File: config.mk
export PLATFORM = sky130hd
export DESIGN_NAME = spline_record_parser
export DESIGN_NICKNAME = d
export VERILOG_FILES = /design/src/hw/rtl/srp_pkg.sv /design/src/hw/rtl/srp_front.sv /design/src/hw/rtl/srp_queue.sv /design/src/hw/rtl/srp_back.sv /design/src/hw/rtl/spline_record_parser.sv
export VERILOG_INCLUDE_DIRS = /design/src /design/src/hw/rtl
export SDC_FILE = /design/constraint.sdc
export NUM_CORES = 1
export LEC_CHECK = 0
export ABC_AREA = 1
export BUFFER_PORTS_ARGS = -buffer_cell sky130_fd_sc_hd__buf_2
export CAP_MARGIN = 5
export CORE_AREA = 2 2 310 251
export CTS_CLUSTER_DIAMETER = 120
export DETAILED_ROUTE_END_ITERATION = 7
export DIE_AREA = 0 0 312 253
export GPL_TIMING_DRIVEN = 0
export PLACE_DENSITY = 0.62
export SETUP_SLACK_MARGIN = 0.5
export SYNTH_ARGS = -nofsm -noshare
export SYNTH_HDL_FRONTEND = slang
export SYNTH_SLANG_ARGS = --single-unit
export TNS_END_PERCENT = 30
File: constraint.sdc
create_clock -name clock -period 10.3 [get_ports clock]
set_clock_uncertainty 0.1 [all_clocks]
set_input_delay 0.515 -clock clock [delete_from_list [all_inputs] [get_ports clock]]
set_output_delay 0.515 -clock clock [all_outputs]
set_load 0.1 [all_outputs]
File: src/hw/rtl/assert_macros.svh
// Assertion macros shared by the spline record parser RTL.
// Included by modules that carry concurrent checks; no other dependencies.
`ifndef ASSERT_MACROS_SVH
`define ASSERT_MACROS_SVH

// Check a property on every rising clock edge outside reset.
`define SRP_ASSERT(lbl, clk, rst, prop, msg) \
   lbl: assert property (@(posedge clk) disable iff (rst) (prop)) else $error(msg);

// Check a property on every rising clock edge, reset included.
`define SRP_ASSERT_ALWAYS(lbl, clk, prop, msg) \
   lbl: assert property (@(posedge clk) (prop)) else $error(msg);

`endif

File: src/hw/rtl/srp_pkg.sv
// Shared types, codes and helpers for the spline record parser.
// No dependencies; used by every module of the block.
`timescale 1ns / 1ps

package srp_pkg;

   typedef enum logic [4:0] {
      PH_HDR1         = 5'd0,
      PH_HDR2         = 5'd1,
      PH_PRE_SLOPE    = 5'd2,
      PH_POST_SLOPE   = 5'd3,
      PH_PROTO_START  = 5'd4,
      PH_PROTO_END    = 5'd5,
      PH_PRE_LOOPS    = 5'd6,
      PH_POST_LOOPS   = 5'd7,
      PH_VALUE_OFFSET = 5'd8,
      PH_COUNT        = 5'd9,
      PH_K_FLAG       = 5'd10,
      PH_K_TIME       = 5'd11,
      PH_K_VALUE      = 5'd12,
      PH_K_PREVAL     = 5'd13,
      PH_K_PREW       = 5'd14,
      PH_K_POSTW      = 5'd15,
      PH_K_PRESLOPE   = 5'd16,
      PH_K_POSTSLOPE  = 5'd17,
      PH_DONE         = 5'd18,
      PH_HALT         = 5'd19
   } phase_type;

   localparam logic [2:0] ST_FIELD  = 3'd0;
   localparam logic [2:0] ST_DONE   = 3'd1;
   localparam logic [2:0] ST_TRUNC  = 3'd2;
   localparam logic [2:0] ST_BADVER = 3'd3;
   localparam logic [2:0] ST_TRAIL  = 3'd4;

   localparam logic CSR_SLOPED_MODE = 1'b0;
   localparam logic CSR_HERMITE     = 1'b1;

   localparam logic [3:0] VERSION_OK   = 4'd1;
   localparam logic [1:0] VTYPE_FOUR   = 2'd2;
   localparam logic [1:0] VTYPE_TWO    = 2'd3;
   localparam logic [3:0] VSIZE_EIGHT  = 4'd8;
   localparam logic [3:0] VSIZE_FOUR   = 4'd4;
   localparam logic [3:0] VSIZE_TWO    = 4'd2;
   localparam logic [2:0] SLOPED_RESET = 3'd3;
   localparam logic       HERMITE_RESET = 1'b1;

   typedef struct packed {
      logic [4:0]  field_code;
      logic [63:0] field_value;
      logic [3:0]  field_bytes;
      logic [31:0] knot_index;
      logic [2:0]  status;
   } result_type;

   typedef struct packed {
      result_type  first;
      logic        has_second;
      logic [2:0]  second_status;
      logic [31:0] second_knot;
   } entry_type;

   function automatic logic [3:0] field_size(phase_type p, logic [3:0] value_size);
      logic [3:0] s;
      case (p)
         PH_HDR1, PH_HDR2, PH_K_FLAG: s = 4'd1;
         PH_PRE_LOOPS, PH_POST_LOOPS, PH_COUNT: s = 4'd4;
         PH_K_VALUE, PH_K_PREVAL, PH_K_PRESLOPE, PH_K_POSTSLOPE: s = value_size;
         default: s = 4'd8;
      endcase
      return s;
   endfunction

endpackage

File: src/hw/rtl/srp_front.sv
// Front end of the spline record parser: accepts blob bytes, walks the layout
// and builds one queue entry per byte that yields results. Depends on srp_pkg.
`timescale 1ns / 1ps
`include "assert_macros.svh"

module srp_front (
   input  logic               clock,
   input  logic               reset,
   input  logic               req_valid,
   output logic               req_ready,
   input  logic [7:0]         req_data_byte,
   input  logic               req_end_of_blob,
   input  logic               csr_wr_en,
   input  logic               csr_index,
   input  logic [2:0]         csr_wdata,
   output logic               q_push,
   output srp_pkg::entry_type q_entry,
   input  logic               q_full
);

   srp_pkg::phase_type phase_ff, phase_in;
   logic [2:0]  byte_count_ff, byte_count_in;
   logic [63:0] assembly_ff, assembly_in;
   logic [3:0]  value_size_ff, value_size_in;
   logic        hermite_ff, hermite_in;
   logic        pre_ff, pre_in;
   logic        post_ff, post_in;
   logic        loop_ff, loop_in;
   logic        dual_ff, dual_in;
   logic [31:0] knots_left_ff, knots_left_in;
   logic [31:0] knot_counter_ff, knot_counter_in;
   logic        trail_ff, trail_in;
   logic [2:0]  sloped_code_ff;
   logic        hermite_code_ff;

   logic                 accept;
   logic [63:0]          asm_ins;
   logic [3:0]           size;
   logic                 complete;
   logic                 fld_valid;
   srp_pkg::result_type  fld;
   logic                 st_valid;
   logic [2:0]           st_code;
   logic [31:0]          st_knot;
   logic                 pre_new, post_new, loop_new;

   assign req_ready = !q_full;
   assign accept    = req_valid & req_ready;
   assign size      = srp_pkg::field_size(phase_ff, value_size_ff);
   assign complete  = ({1'b0, byte_count_ff} + 4'd1) >= size;
   assign pre_new   = pre_ff | (req_data_byte[2:0] == sloped_code_ff);
   assign post_new  = post_ff | (req_data_byte[5:3] == sloped_code_ff);
   assign loop_new  = loop_ff | req_data_byte[6];

   always_comb begin
      for (int i = 0; i < 8; i++) begin
         asm_ins[8*i +: 8] = (byte_count_ff == 3'(i)) ? req_data_byte : assembly_ff[8*i +: 8];
      end
   end

   always_comb begin
      phase_in        = phase_ff;
      byte_count_in   = byte_count_ff;
      assembly_in     = assembly_ff;
      value_size_in   = value_size_ff;
      hermite_in      = hermite_ff;
      pre_in          = pre_ff;
      post_in         = post_ff;
      loop_in         = loop_ff;
      dual_in         = dual_ff;
      knots_left_in   = knots_left_ff;
      knot_counter_in = knot_counter_ff;
      trail_in        = trail_ff;
      fld_valid       = 1'b0;
      fld             = '0;
      st_valid        = 1'b0;
      st_code         = srp_pkg::ST_DONE;
      st_knot         = '0;
      if (accept) begin
         if (phase_ff == srp_pkg::PH_DONE) begin
            trail_in = 1'b1;
         end else if (phase_ff == srp_pkg::PH_HDR1 &&
                      req_data_byte[3:0] != srp_pkg::VERSION_OK) begin
            fld_valid         = 1'b1;
            fld.field_code    = 5'(srp_pkg::PH_HDR1);
            fld.field_value   = {56'd0, req_data_byte};
            fld.field_bytes   = 4'd1;
            fld.knot_index    = '0;
            fld.status        = srp_pkg::ST_BADVER;
            phase_in          = srp_pkg::PH_HALT;
         end else if (phase_ff != srp_pkg::PH_HALT) begin
            if (complete) begin
               fld_valid       = 1'b1;
               fld.field_code  = 5'(phase_ff);
               fld.field_value = asm_ins;
               fld.field_bytes = size;
               fld.knot_index  = (phase_ff >= srp_pkg::PH_K_FLAG) ? knot_counter_ff : 32'd0;
               fld.status      = srp_pkg::ST_FIELD;
               assembly_in     = '0;
               byte_count_in   = '0;
               case (phase_ff)
                  srp_pkg::PH_HDR1: begin
                     case (req_data_byte[5:4])
                        srp_pkg::VTYPE_FOUR: value_size_in = srp_pkg::VSIZE_FOUR;
                        srp_pkg::VTYPE_TWO:  value_size_in = srp_pkg::VSIZE_TWO;
                        default:             value_size_in = srp_pkg::VSIZE_EIGHT;
                     endcase
                     hermite_in = hermite_ff | (req_data_byte[7] == hermite_code_ff);
                     phase_in   = srp_pkg::PH_HDR2;
                  end
                  srp_pkg::PH_HDR2: begin
                     pre_in  = pre_new;
                     post_in = post_new;
                     loop_in = loop_new;
                     phase_in = pre_new  ? srp_pkg::PH_PRE_SLOPE :
                                post_new ? srp_pkg::PH_POST_SLOPE :
                                loop_new ? srp_pkg::PH_PROTO_START : srp_pkg::PH_COUNT;
                  end
                  srp_pkg::PH_PRE_SLOPE: begin
                     phase_in = post_ff ? srp_pkg::PH_POST_SLOPE :
                                loop_ff ? srp_pkg::PH_PROTO_START : srp_pkg::PH_COUNT;
                  end
                  srp_pkg::PH_POST_SLOPE: begin
                     phase_in = loop_ff ? srp_pkg::PH_PROTO_START : srp_pkg::PH_COUNT;
                  end
                  srp_pkg::PH_PROTO_START: phase_in = srp_pkg::PH_PROTO_END;
                  srp_pkg::PH_PROTO_END:   phase_in = srp_pkg::PH_PRE_LOOPS;
                  srp_pkg::PH_PRE_LOOPS:   phase_in = srp_pkg::PH_POST_LOOPS;
                  srp_pkg::PH_POST_LOOPS:  phase_in = srp_pkg::PH_VALUE_OFFSET;
                  srp_pkg::PH_VALUE_OFFSET: phase_in = srp_pkg::PH_COUNT;
                  srp_pkg::PH_COUNT: begin
                     knots_left_in = asm_ins[31:0];
                     phase_in = (asm_ins[31:0] != 32'd0) ? srp_pkg::PH_K_FLAG : srp_pkg::PH_DONE;
                  end
                  srp_pkg::PH_K_FLAG: begin
                     dual_in  = req_data_byte[0];
                     phase_in = srp_pkg::PH_K_TIME;
                  end
                  srp_pkg::PH_K_TIME: phase_in = srp_pkg::PH_K_VALUE;
                  srp_pkg::PH_K_VALUE: begin
                     phase_in = dual_ff     ? srp_pkg::PH_K_PREVAL :
                                !hermite_ff ? srp_pkg::PH_K_PREW : srp_pkg::PH_K_PRESLOPE;
                  end
                  srp_pkg::PH_K_PREVAL: begin
                     phase_in = !hermite_ff ? srp_pkg::PH_K_PREW : srp_pkg::PH_K_PRESLOPE;
                  end
                  srp_pkg::PH_K_PREW:     phase_in = srp_pkg::PH_K_POSTW;
                  srp_pkg::PH_K_POSTW:    phase_in = srp_pkg::PH_K_PRESLOPE;
                  srp_pkg::PH_K_PRESLOPE: phase_in = srp_pkg::PH_K_POSTSLOPE;
                  srp_pkg::PH_K_POSTSLOPE: begin
                     knot_counter_in = knot_counter_ff + 32'd1;
                     knots_left_in   = knots_left_ff - 32'd1;
                     phase_in = (knots_left_ff != 32'd1) ? srp_pkg::PH_K_FLAG : srp_pkg::PH_DONE;
                  end
                  default: phase_in = phase_ff;
               endcase
            end else begin
               byte_count_in = byte_count_ff + 3'd1;
               assembly_in   = asm_ins;
            end
         end
         if (req_end_of_blob) begin
            if (phase_in == srp_pkg::PH_DONE) begin
               st_valid = 1'b1;
               st_code  = trail_in ? srp_pkg::ST_TRAIL : srp_pkg::ST_DONE;
            end else if (phase_in != srp_pkg::PH_HALT) begin
               st_valid = 1'b1;
               st_code  = srp_pkg::ST_TRUNC;
            end
            st_knot         = knot_counter_in;
            phase_in        = srp_pkg::PH_HDR1;
            byte_count_in   = '0;
            assembly_in     = '0;
            value_size_in   = srp_pkg::VSIZE_EIGHT;
            hermite_in      = 1'b0;
            pre_in          = 1'b0;
            post_in         = 1'b0;
            loop_in         = 1'b0;
            dual_in         = 1'b0;
            knots_left_in   = '0;
            knot_counter_in = '0;
            trail_in        = 1'b0;
         end
      end
   end

   always_comb begin
      q_push = fld_valid | st_valid;
      if (fld_valid) begin
         q_entry.first = fld;
      end else begin
         q_entry.first.field_code  = '0;
         q_entry.first.field_value = '0;
         q_entry.first.field_bytes = '0;
         q_entry.first.knot_index  = st_knot;
         q_entry.first.status      = st_code;
      end
      q_entry.has_second    = fld_valid & st_valid;
      q_entry.second_status = st_code;
      q_entry.second_knot   = st_knot;
   end

   always_ff @(posedge clock) begin
      if (reset) begin
         phase_ff        <= srp_pkg::PH_HDR1;
         byte_count_ff   <= '0;
         assembly_ff     <= '0;
         value_size_ff   <= srp_pkg::VSIZE_EIGHT;
         hermite_ff      <= 1'b0;
         pre_ff          <= 1'b0;
         post_ff         <= 1'b0;
         loop_ff         <= 1'b0;
         dual_ff         <= 1'b0;
         knots_left_ff   <= '0;
         knot_counter_ff <= '0;
         trail_ff        <= 1'b0;
      end else begin
         phase_ff        <= phase_in;
         byte_count_ff   <= byte_count_in;
         assembly_ff     <= assembly_in;
         value_size_ff   <= value_size_in;
         hermite_ff      <= hermite_in;
         pre_ff          <= pre_in;
         post_ff         <= post_in;
         loop_ff         <= loop_in;
         dual_ff         <= dual_in;
         knots_left_ff   <= knots_left_in;
         knot_counter_ff <= knot_counter_in;
         trail_ff        <= trail_in;
      end
   end

   always_ff @(posedge clock) begin
      if (reset) begin
         sloped_code_ff  <= srp_pkg::SLOPED_RESET;
         hermite_code_ff <= srp_pkg::HERMITE_RESET;
      end else if (csr_wr_en) begin
         case (csr_index)
            srp_pkg::CSR_SLOPED_MODE: sloped_code_ff  <= csr_wdata;
            srp_pkg::CSR_HERMITE:     hermite_code_ff <= csr_wdata[0];
            default:                  sloped_code_ff  <= sloped_code_ff;
         endcase
      end
   end

   `SRP_ASSERT(a_halt_clean, clock, reset,
      phase_ff == srp_pkg::PH_HALT |-> byte_count_ff == 3'd0 && assembly_ff == 64'd0,
      "halted parser holds a partial field")
   `SRP_ASSERT(a_no_push_full, clock, reset, !(q_push && q_full),
      "transaction pushed into a full queue")

endmodule

File: src/hw/rtl/srp_queue.sv
// Entry queue between the parser front end and the result back end.
// Depends on srp_pkg for the entry type.
`timescale 1ns / 1ps
`include "assert_macros.svh"

module srp_queue #(
   parameter int DEPTH = 4
) (
   input  logic               clock,
   input  logic               reset,
   input  logic               push,
   input  srp_pkg::entry_type push_entry,
   output logic               full,
   input  logic               pop,
   output srp_pkg::entry_type pop_entry,
   output logic               empty
);

   localparam int PtrW = (DEPTH > 1) ? $clog2(DEPTH) : 1;
   localparam int CntW = $clog2(DEPTH + 1);

   srp_pkg::entry_type mem [DEPTH];
   logic [PtrW-1:0] wr_ptr_ff, wr_ptr_in;
   logic [PtrW-1:0] rd_ptr_ff, rd_ptr_in;
   logic [CntW-1:0] count_ff, count_in;

   assign full      = (count_ff == CntW'(DEPTH));
   assign empty     = (count_ff == '0);
   assign pop_entry = mem[rd_ptr_ff];

   always_comb begin
      wr_ptr_in = wr_ptr_ff;
      rd_ptr_in = rd_ptr_ff;
      count_in  = count_ff;
      if (push) begin
         wr_ptr_in = (wr_ptr_ff == PtrW'(DEPTH - 1)) ? '0 : wr_ptr_ff + 1'b1;
      end
      if (pop) begin
         rd_ptr_in = (rd_ptr_ff == PtrW'(DEPTH - 1)) ? '0 : rd_ptr_ff + 1'b1;
      end
      if (push && !pop) begin
         count_in = count_ff + 1'b1;
      end else if (pop && !push) begin
         count_in = count_ff - 1'b1;
      end
   end

   always_ff @(posedge clock) begin
      if (push) begin
         mem[wr_ptr_ff] <= push_entry;
      end
   end

   always_ff @(posedge clock) begin
      if (reset) begin
         wr_ptr_ff <= '0;
         rd_ptr_ff <= '0;
         count_ff  <= '0;
      end else begin
         wr_ptr_ff <= wr_ptr_in;
         rd_ptr_ff <= rd_ptr_in;
         count_ff  <= count_in;
      end
   end

   `SRP_ASSERT(a_no_underflow, clock, reset, !(pop && empty),
      "transaction popped from an empty queue")
   `SRP_ASSERT(a_count_bound, clock, reset, count_ff <= CntW'(DEPTH),
      "queue occupancy beyond depth")

endmodule

File: src/hw/rtl/srp_back.sv
// Back end of the spline record parser: drains queue entries into the
// registered result channel, one or two results each. Depends on srp_pkg.
`timescale 1ns / 1ps
`include "assert_macros.svh"

module srp_back (
   input  logic               clock,
   input  logic               reset,
   input  logic               q_empty,
   input  srp_pkg::entry_type q_entry,
   output logic               q_pop,
   output logic               rsp_valid,
   input  logic               rsp_ready,
   output logic [4:0]         rsp_field_code,
   output logic [63:0]        rsp_field_value,
   output logic [3:0]         rsp_field_bytes,
   output logic [31:0]        rsp_knot_index,
   output logic [2:0]         rsp_status,
   output logic               rsp_last_of_run
);

   logic                rsp_valid_ff, rsp_valid_in;
   srp_pkg::result_type res_ff, res_in;
   logic                last_ff, last_in;
   logic                pend_ff, pend_in;
   logic [2:0]          pend_status_ff, pend_status_in;
   logic [31:0]         pend_knot_ff, pend_knot_in;
   logic                load;

   assign load = !rsp_valid_ff || rsp_ready;

   always_comb begin
      rsp_valid_in   = rsp_valid_ff;
      res_in         = res_ff;
      last_in        = last_ff;
      pend_in        = pend_ff;
      pend_status_in = pend_status_ff;
      pend_knot_in   = pend_knot_ff;
      q_pop          = 1'b0;
      if (load) begin
         if (pend_ff) begin
            rsp_valid_in       = 1'b1;
            res_in.field_code  = '0;
            res_in.field_value = '0;
            res_in.field_bytes = '0;
            res_in.knot_index  = pend_knot_ff;
            res_in.status      = pend_status_ff;
            last_in            = 1'b1;
            pend_in            = 1'b0;
         end else if (!q_empty) begin
            q_pop          = 1'b1;
            rsp_valid_in   = 1'b1;
            res_in         = q_entry.first;
            last_in        = !q_entry.has_second;
            pend_in        = q_entry.has_second;
            pend_status_in = q_entry.second_status;
            pend_knot_in   = q_entry.second_knot;
         end else begin
            rsp_valid_in = 1'b0;
         end
      end
   end

   always_ff @(posedge clock) begin
      res_ff         <= res_in;
      last_ff        <= last_in;
      pend_status_ff <= pend_status_in;
      pend_knot_ff   <= pend_knot_in;
   end

   always_ff @(posedge clock) begin
      if (reset) begin
         rsp_valid_ff <= 1'b0;
         pend_ff      <= 1'b0;
      end else begin
         rsp_valid_ff <= rsp_valid_in;
         pend_ff      <= pend_in;
      end
   end

   assign rsp_valid       = rsp_valid_ff;
   assign rsp_field_code  = res_ff.field_code;
   assign rsp_field_value = res_ff.field_value;
   assign rsp_field_bytes = res_ff.field_bytes;
   assign rsp_knot_index  = res_ff.knot_index;
   assign rsp_status      = res_ff.status;
   assign rsp_last_of_run = last_ff;

   `SRP_ASSERT(a_pend_shown, clock, reset, pend_ff |-> rsp_valid_ff,
      "second result pending without a first on the channel")
   `SRP_ASSERT(a_last_matches, clock, reset,
      rsp_valid_ff && !last_ff |-> pend_ff,
      "run not closed but nothing pending")

endmodule

File: src/hw/rtl/spline_record_parser.sv
// Spline record parser top level: front end, entry queue and back end.
// Depends on srp_pkg, srp_front, srp_queue and srp_back.
//
// Usage:
//   req_* carries one blob byte per transaction (req_data_byte, with
//   req_end_of_blob on the final byte). rsp_* carries results: one per
//   completed little-endian field (status 0), and a status result at the
//   end of a blob (done, truncated, trailing bytes); a bad version byte
//   gives one status-3 result and the rest of that blob is dropped.
//   rsp_last_of_run marks the last result caused by a byte (at most two).
//   csr_* writes the sloped extrapolation mode code (index 0) and the
//   hermite curve type bit (index 1); write only while the block is idle.
// Timing:
//   A byte is taken every cycle while the queue has room; its first result
//   passes through the queue and then the result register before it is
//   shown on rsp. The result register emits one result per cycle while
//   rsp_ready is high, so a byte giving two results needs a second output
//   transfer, absorbed by the QUEUE_DEPTH-entry queue.
// Reset and stall:
//   Reset returns the parser to header byte one and restores both CSRs.
//   A stalled rsp holds its result; the queue then fills and req_ready falls.
`timescale 1ns / 1ps

module spline_record_parser #(
   parameter int QUEUE_DEPTH = 4
) (
   input  logic        clock,
   input  logic        reset,
   input  logic        req_valid,
   output logic        req_ready,
   input  logic [7:0]  req_data_byte,
   input  logic        req_end_of_blob,
   output logic        rsp_valid,
   input  logic        rsp_ready,
   output logic [4:0]  rsp_field_code,
   output logic [63:0] rsp_field_value,
   output logic [3:0]  rsp_field_bytes,
   output logic [31:0] rsp_knot_index,
   output logic [2:0]  rsp_status,
   output logic        rsp_last_of_run,
   input  logic        csr_wr_en,
   input  logic        csr_index,
   input  logic [2:0]  csr_wdata
);

   logic               q_push;
   logic               q_full;
   logic               q_pop;
   logic               q_empty;
   srp_pkg::entry_type push_entry;
   srp_pkg::entry_type pop_entry;

   srp_front u_front (
      .clock           (clock),
      .reset           (reset),
      .req_valid       (req_valid),
      .req_ready       (req_ready),
      .req_data_byte   (req_data_byte),
      .req_end_of_blob (req_end_of_blob),
      .csr_wr_en       (csr_wr_en),
      .csr_index       (csr_index),
      .csr_wdata       (csr_wdata),
      .q_push          (q_push),
      .q_entry         (push_entry),
      .q_full          (q_full)
   );

   srp_queue #(
      .DEPTH (QUEUE_DEPTH)
   ) u_queue (
      .clock      (clock),
      .reset      (reset),
      .push       (q_push),
      .push_entry (push_entry),
      .full       (q_full),
      .pop        (q_pop),
      .pop_entry  (pop_entry),
      .empty      (q_empty)
   );

   srp_back u_back (
      .clock           (clock),
      .reset           (reset),
      .q_empty         (q_empty),
      .q_entry         (pop_entry),
      .q_pop           (q_pop),
      .rsp_valid       (rsp_valid),
      .rsp_ready       (rsp_ready),
      .rsp_field_code  (rsp_field_code),
      .rsp_field_value (rsp_field_value),
      .rsp_field_bytes (rsp_field_bytes),
      .rsp_knot_index  (rsp_knot_index),
      .rsp_status      (rsp_status),
      .rsp_last_of_run (rsp_last_of_run)
   );

endmodule

Word level (Yosys, flattened, before mapping)
Memories as Yosys holds them, arrays and structs flattened. A register that Yosys moved wholly into a read port is not among the register bits.
Index checks and enable logic that the tools add are counted.
{"block": "classes", "n_mux": 127, "eq_ne": 41, "reduce_logical": 32, "bitwise": 10, "n_lt_le_gt_ge": 2, "n_addsub": 8}
{"cell": "two-way mux 108 bit", "count": 7}
{"cell": "two-way mux 32 bit", "count": 14}
{"cell": "two-way mux 64 bit", "count": 5}
{"cell": "one-hot mux 5 bit (18 select lines)", "count": 1}
{"cell": "two-way mux 5 bit", "count": 13}
{"cell": "two-way mux 8 bit", "count": 8}
{"cell": "one-hot mux 32 bit (2 select lines)", "count": 1}
{"cell": "two-way mux 1 bit", "count": 51}
{"cell": "equality test 5 x 4 -> 1 bit, second input constant", "count": 8}
{"cell": "two-way mux 35 bit", "count": 1}
{"cell": "two-way mux 3 bit", "count": 11}
{"cell": "adder 32 x 1 -> 32 bit, second input constant", "count": 1}
{"cell": "two-way mux 4 bit", "count": 8}
{"cell": "inequality test 32 x 1 -> 1 bit, second input constant", "count": 1}
{"cell": "nonzero test 32 bit", "count": 1}
{"cell": "subtractor 32 x 1 -> 32 bit, second input constant", "count": 1}
{"cell": "AND reduction 6 bit", "count": 4}
{"cell": "equality test 5 x 3 -> 1 bit, second input constant", "count": 4}
{"cell": "equality test 5 bit, second input constant", "count": 4}
{"cell": "equality test 3 bit, second input constant", "count": 5}
{"cell": "one-hot mux 4 bit (3 select lines)", "count": 1}
{"cell": "nonzero test 2 bit", "count": 6}
{"cell": "equality test 5 x 2 -> 1 bit, second input constant", "count": 2}
{"cell": "two-way mux 2 bit", "count": 5}
{"cell": "other kinds (30)", "count": 57}
{"block": "totals", "in_bits": 18, "memories": 1, "out_inout_bits": 111, "register_bits": 303, "mem_bits_rw": 576}
{"name": "u_queue.mem", "depth": 4, "word_bits": 144, "rd": 1, "rd_clocked_by_memory_dff": 1, "write_ports": 1, "line": "srp_queue.sv:22", "source": "srp_pkg::entry_type mem [DEPTH];"}

Logic depth before layout (Yosys ltp)
{"block": "depth", "depth_word": 20, "depth_mapped": 25, "depth_no_buf": 23}

Modules after synthesis
From an unflattened synthesis, not the netlist that was laid out.
{"block": "unflattened", "hier_cells": 3699, "area_unflattened_um2": 37837.5}
{"mod": "srp_queue", "n_inst": 1, "cells_per_inst": 1451, "area_each_um2": 21803.4}
{"mod": "srp_front", "n_inst": 1, "cells_per_inst": 1821, "area_each_um2": 10583.9}
{"mod": "srp_back", "n_inst": 1, "cells_per_inst": 427, "area_each_um2": 5450.2}

Worst setup path after synthesis
No wires, ideal clock.
{"block": "synth_timing", "kind": "reg2reg", "start": "register u_front.phase_ff[3]", "end": "memory u_queue.mem[0][0] (netlist name), enable pin", "path_stages_with_launch": 19, "period_less_slack_ns": 9.218, "arrival_time_ns": 8.469, "setup_slack_ns": 1.082, "setup_time_ns": 0.649, "required_ns": 9.551, "cell_sequence": "dfxtp_1 -> buf_2 -> nand2_1 -> inv_2 -> nand2_1 -> a21oi_1 -> nand2_1 -> ha_1 -> inv_1 -> o21bai_1 -> nand3_1 -> nand3_1 -> buf_2 -> nand2_1 -> nand2_1 -> nand3_1 -> nand2_1 -> inv_1 -> nor2_1"}
{"block": "synth_via", "elab_chain_cells": 17}
{"element": "from (decl)", "line": "srp_front.sv:21", "source": "srp_pkg::phase_type phase_ff, phase_in;"}
{"element": "from (signal assigned)", "line": "srp_front.sv:205", "source": "phase_ff <= srp_pkg::PH_HDR1;"}
{"element": "from (signal assigned)", "line": "srp_front.sv:218", "source": "phase_ff <= phase_in;"}
{"element": "equality test 5 x 4 -> 1 bit (tied with other cells)", "line": "srp_pkg.sv:65, srp_front.sv:101"}
{"element": "OR reduction 4 bit or OR reduction 3 bit (tied branches)", "line": "srp_pkg.sv:65", "source": "case (p)"}
{"element": "one-hot mux 4 bit (3 select lines)", "line": "srp_pkg.sv:65"}
{"element": ">= comparator 4 bit", "line": "srp_front.sv:50", "source": "assign complete = ({1'b0, byte_count_ff} + 4'd1) >= size;"}
{"element": "two-way mux 5 bit", "line": "srp_front.sv:92", "source": "if (complete) begin"}
{"element": "two-way mux 5 bit", "line": "srp_front.sv:91", "source": "end else if (phase_ff != srp_pkg::PH_HALT) begin"}
{"element": "two-way mux 5 bit", "line": "srp_front.sv:82", "source": "end else if (phase_ff == srp_pkg::PH_HDR1 &&"}
{"element": "two-way mux 5 bit", "line": "srp_front.sv:80", "source": "if (phase_ff == srp_pkg::PH_DONE) begin"}
{"element": "[2 not listed]"}
{"element": "two-way mux 1 bit", "line": "srp_front.sv:166", "source": "end else if (phase_in != srp_pkg::PH_HALT) begin"}
{"element": "two-way mux 1 bit", "line": "srp_front.sv:163", "source": "if (phase_in == srp_pkg::PH_DONE) begin"}
{"element": "two-way mux 1 bit", "line": "srp_front.sv:162", "source": "if (req_end_of_blob) begin"}
{"element": "two-way mux 1 bit", "line": "srp_front.sv:79", "source": "if (accept) begin"}
{"element": "bitwise OR 1 bit *", "line": "srp_front.sv:188", "source": "q_push = fld_valid | st_valid;"}
{"element": "via q_push", "line": "spline_record_parser.sv:46", "source": "logic q_push;"}
{"element": "two-way mux 1 bit *", "line": "srp_queue.sv:49", "source": "if (push) begin"}
{"element": "two-way mux 1 bit (implied by the code) *", "line": "srp_queue.sv:50", "source": "mem[wr_ptr_ff] <= push_entry;"}
{"element": "to (decl)", "line": "srp_queue.sv:22"}
The timed path passes the listed nets; every way through them passes the cells marked *. The select of a mux whose other input is x is not followed.

Final worst setup path
{"block": "layout_timing", "start": "register u_front.phase_ff[2]", "end": "memory u_queue.mem[3][143] (netlist name), enable pin"}
The elaborated chain is that of the path after synthesis.

==> run metrics <==
# rows=just over 90; drt wl/cell=roughly 21 µm; Syn Nets=around 3700; initial antenna violation count=2; Max Clock Freq=170 MHz; Post-CTS Resized=0; mean post-synth cell area=10.2 µm²; sequential share of the synthesized area=0.660; R2R Path Start=u_front.phase_ff[2]$_SDFFE_PP0P_; Netlist cell types=52; Hold Path Stages=3; Antenna Nets Post-Route=0; CTS Buf Count=87; share of synthesized registers carrying an async set or reset=0; clk buf depth=3; die footprint=78900 µm²; H-tree depth=3; crit end category=flip-flop; crit path DAT=6120 ps; Worst-path clk slew=approximately 60 ps; post-synth top area share=0.575; total number of vias=~28000; DIE WIDTH=~310 µm; pwr/cell area=about 340 nW/µm²; worst-margin pin slew=~1400 ps; Slew Limit Fails=0; synth top area cells=edfxtp_1 57%, dfxtp_1 8.5%, nor2_1 7.9%, o21ai_0 5.0%, nand2_1 4.9%; vias per inst=between 5 and 6; final hold vios=0; DP Area=approximately 40000 µm²; root buffer cell=clkbuf_16; Layout area overhead=14.3%; period utilization=0.572; Starting DRT DRC Count=between 3000 and 4000; status=finished clean; Mapped Area=between 30000 and 40000 µm²; vias in the first global route=~25000; total iterations of the first detailed-routing run=6; worst hold slack=around 34 ps; R2R depth=20; Initial Util=0.495; top_reg_cell synth=edfxtp_1; WS Path Type=reg2reg; CP Launch Point=u_front.phase_ff[2]$_SDFFE_PP0P_; io pins=129; Total Neg Setup Slack=0 ps; final worst slack=4410 ps; Max-cap violations=0; first-pass GRT wire length=157000 µm; Hold EP=u_front.hermite_code_ff$_SDFFE_PP1P_; Port Buf Inserts=123; final WL=roughly 110000 µm; final net count=3954; Place WS=between 4000 and 5000 ps; CP startpoint kind=flip-flop; layout cell share with drive strength beyond 1=0.0845; post-CTS setup buffer count=0; most instantiated cells after synthesis=787 x nor2_1, 720 x edfxtp_1, 487 x nand2_1, 372 x o21ai_0, 248 x inv_1; fin area=43000 µm²; Hold Crit Start=csr_wdata[0]; Synth Warn #=0; Post-Syn Instances=3672; Peak VDD IR=between 200 and 300 µV; most frequent cell after synthesis=nor2_1; core footprint=76100 µm²; worst r2r dst=u_queue.mem[3][143]$_DFFE_PP_; fin crit period=between 5000 and 6000 ps; Rel. slew slack=0.0848; EDFF count, synth=720; post-synth top area cell=edfxtp_1; Remaining Overflow, GRT=0; pin count of the biggest net entering global routing=between 60 and 70; Max FO, Critical Path=27; Final GP Congestion=0.962; final setup fails=0; Worst-Skew Late Latency=roughly 640 ps; hold crit path type=in2reg; R2R Setup Slk=between 4000 and 5000 ps; FF+latch count, synth=880; Required @ worst endpoint=about 11000 ps; overall global routing resource usage=0.264; TritonCTS clock tree=done; hpwl dp=just over 70000 µm; Die Y-Extent=around 250 µm; leakage=16.2 nW; CTS Hold Bufs=1; RSZ-0062 raised after global routing=false; CTS Sinks=880; DRC viols=0
## flip-flops by register name (all words and copies together) (netlist names), 32 cells and up, named ones only
| signal | cells |
|---|---|
| u_back.pend_knot_ff | 32 |
| u_queue.mem | 576 |
| u_back.rsp_knot_index | 32 |
| u_front.knots_left_ff | 32 |
| u_front.assembly_ff | 64 |
| u_front.knot_counter_ff | 32 |
| u_back.rsp_field_value | 64 |
## critical path: stages, from the launching register on
cell     delay [ps]
dfxtp_1         500
nand2_1         240
inv_2           150
nand2_1          60
a21oi_1         300
nor2_1          180
a22oi_1         400
ha_1            250
nand4_1         100
nand3_1         120
buf_2           280
nand2_1         300
nand2_1         140
nand3_1         320
nand2_1         280
inv_1           250
nor2_4          620
buf_12          280
buf_12          230
buf_16          200
buf_12          220
## report_power, final
group          switching (W)  internal (W)  leakage, nW
combinational        0.00481       0.00126         6.31
sequential          0.000214       0.00505         8.53
clock                0.00136       0.00177         1.36
## worst max path at each step
stage / slack (ps) / endpoint
5_1_grt: 4070 / u_queue.mem[3][143]$_DFFE_PP_
6_report: 4410 / u_queue.mem[3][143]$_DFFE_PP_
2_1_floorplan: 1080 / u_queue.mem[0][0]$_DFFE_PP_
3_5_place_dp: 4440 / u_queue.mem[3][1]$_DFFE_PP_
3_3_place_gp: -5470 / u_queue.mem[3][138]$_DFFE_PP_
4_1_cts: 4430 / u_queue.mem[3][8]$_DFFE_PP_
## routing by layer
layer / wire length (µm) / vias to the layer above / global-route usage / part of all wire
met3: 10400 / 183 / 0.0584 / 0.099
met2: 44100 / 1206 / 0.373 / 0.42
li1: - / 13200 / - / -
met4: 2940 / 0 / 0.0791 / 0.028
met1: 48200 / 13200 / 0.406 / 0.46
met5: 0 / - / 0 / 0
## cells in the final DEF, fill, tap and decap left out, drive strengths merged, types with 34 or more instances in the layout
master  synthesis  routed
a211oi         74      74
a21oi         219     219
a31oi          44      44
buf            29     183
clkbuf        172     286
clkinv          5      39
dfxtp         160     160
edfxtp        720     720
inv           263     266
nand2         493     493
nand3         113     113
nor2          790     790
o21ai         378     378
o22ai          37      37
xor2           34      34
## through the flow
stage                     cells  total power (W)  utilization
after global routing       5011           0.0152        0.565
after detailed placement   4849           0.0114        0.528
after global placement     4818           0.0114        0.519
after CTS                  5010           0.0145        0.565
final                      5012           0.0145        0.565
after floorplan            3672          0.00965            -
## cell type report
class,count,area [µm²]
antenna,2,5.00
fill,6584,33100
inverter,268,1010
multi-input combinational,2323,11000
buffer,201,781
clock inverter,46,429
tap,1023,1280
timing repair buffer,155,1250
clock buffer,114,2360
sequential,880,24800
## logic make-up (layout without fill, tap and decap cells)
kind of cell	after synthesis	count (layout)	share of synthesized area
xor gates and xnor gates	40	40	0.00931
muxes	1	1	0.000266
AOI/OAI and AO/OA	806	806	0.121
adders and majority gates	20	20	0.00685
and+or+nand+nor	1456	1456	0.155
buffers and inverters	469	784	0.0475
DFF	880	880	0.660
other	0	2	0
Power figures use the tool's default switching activity.
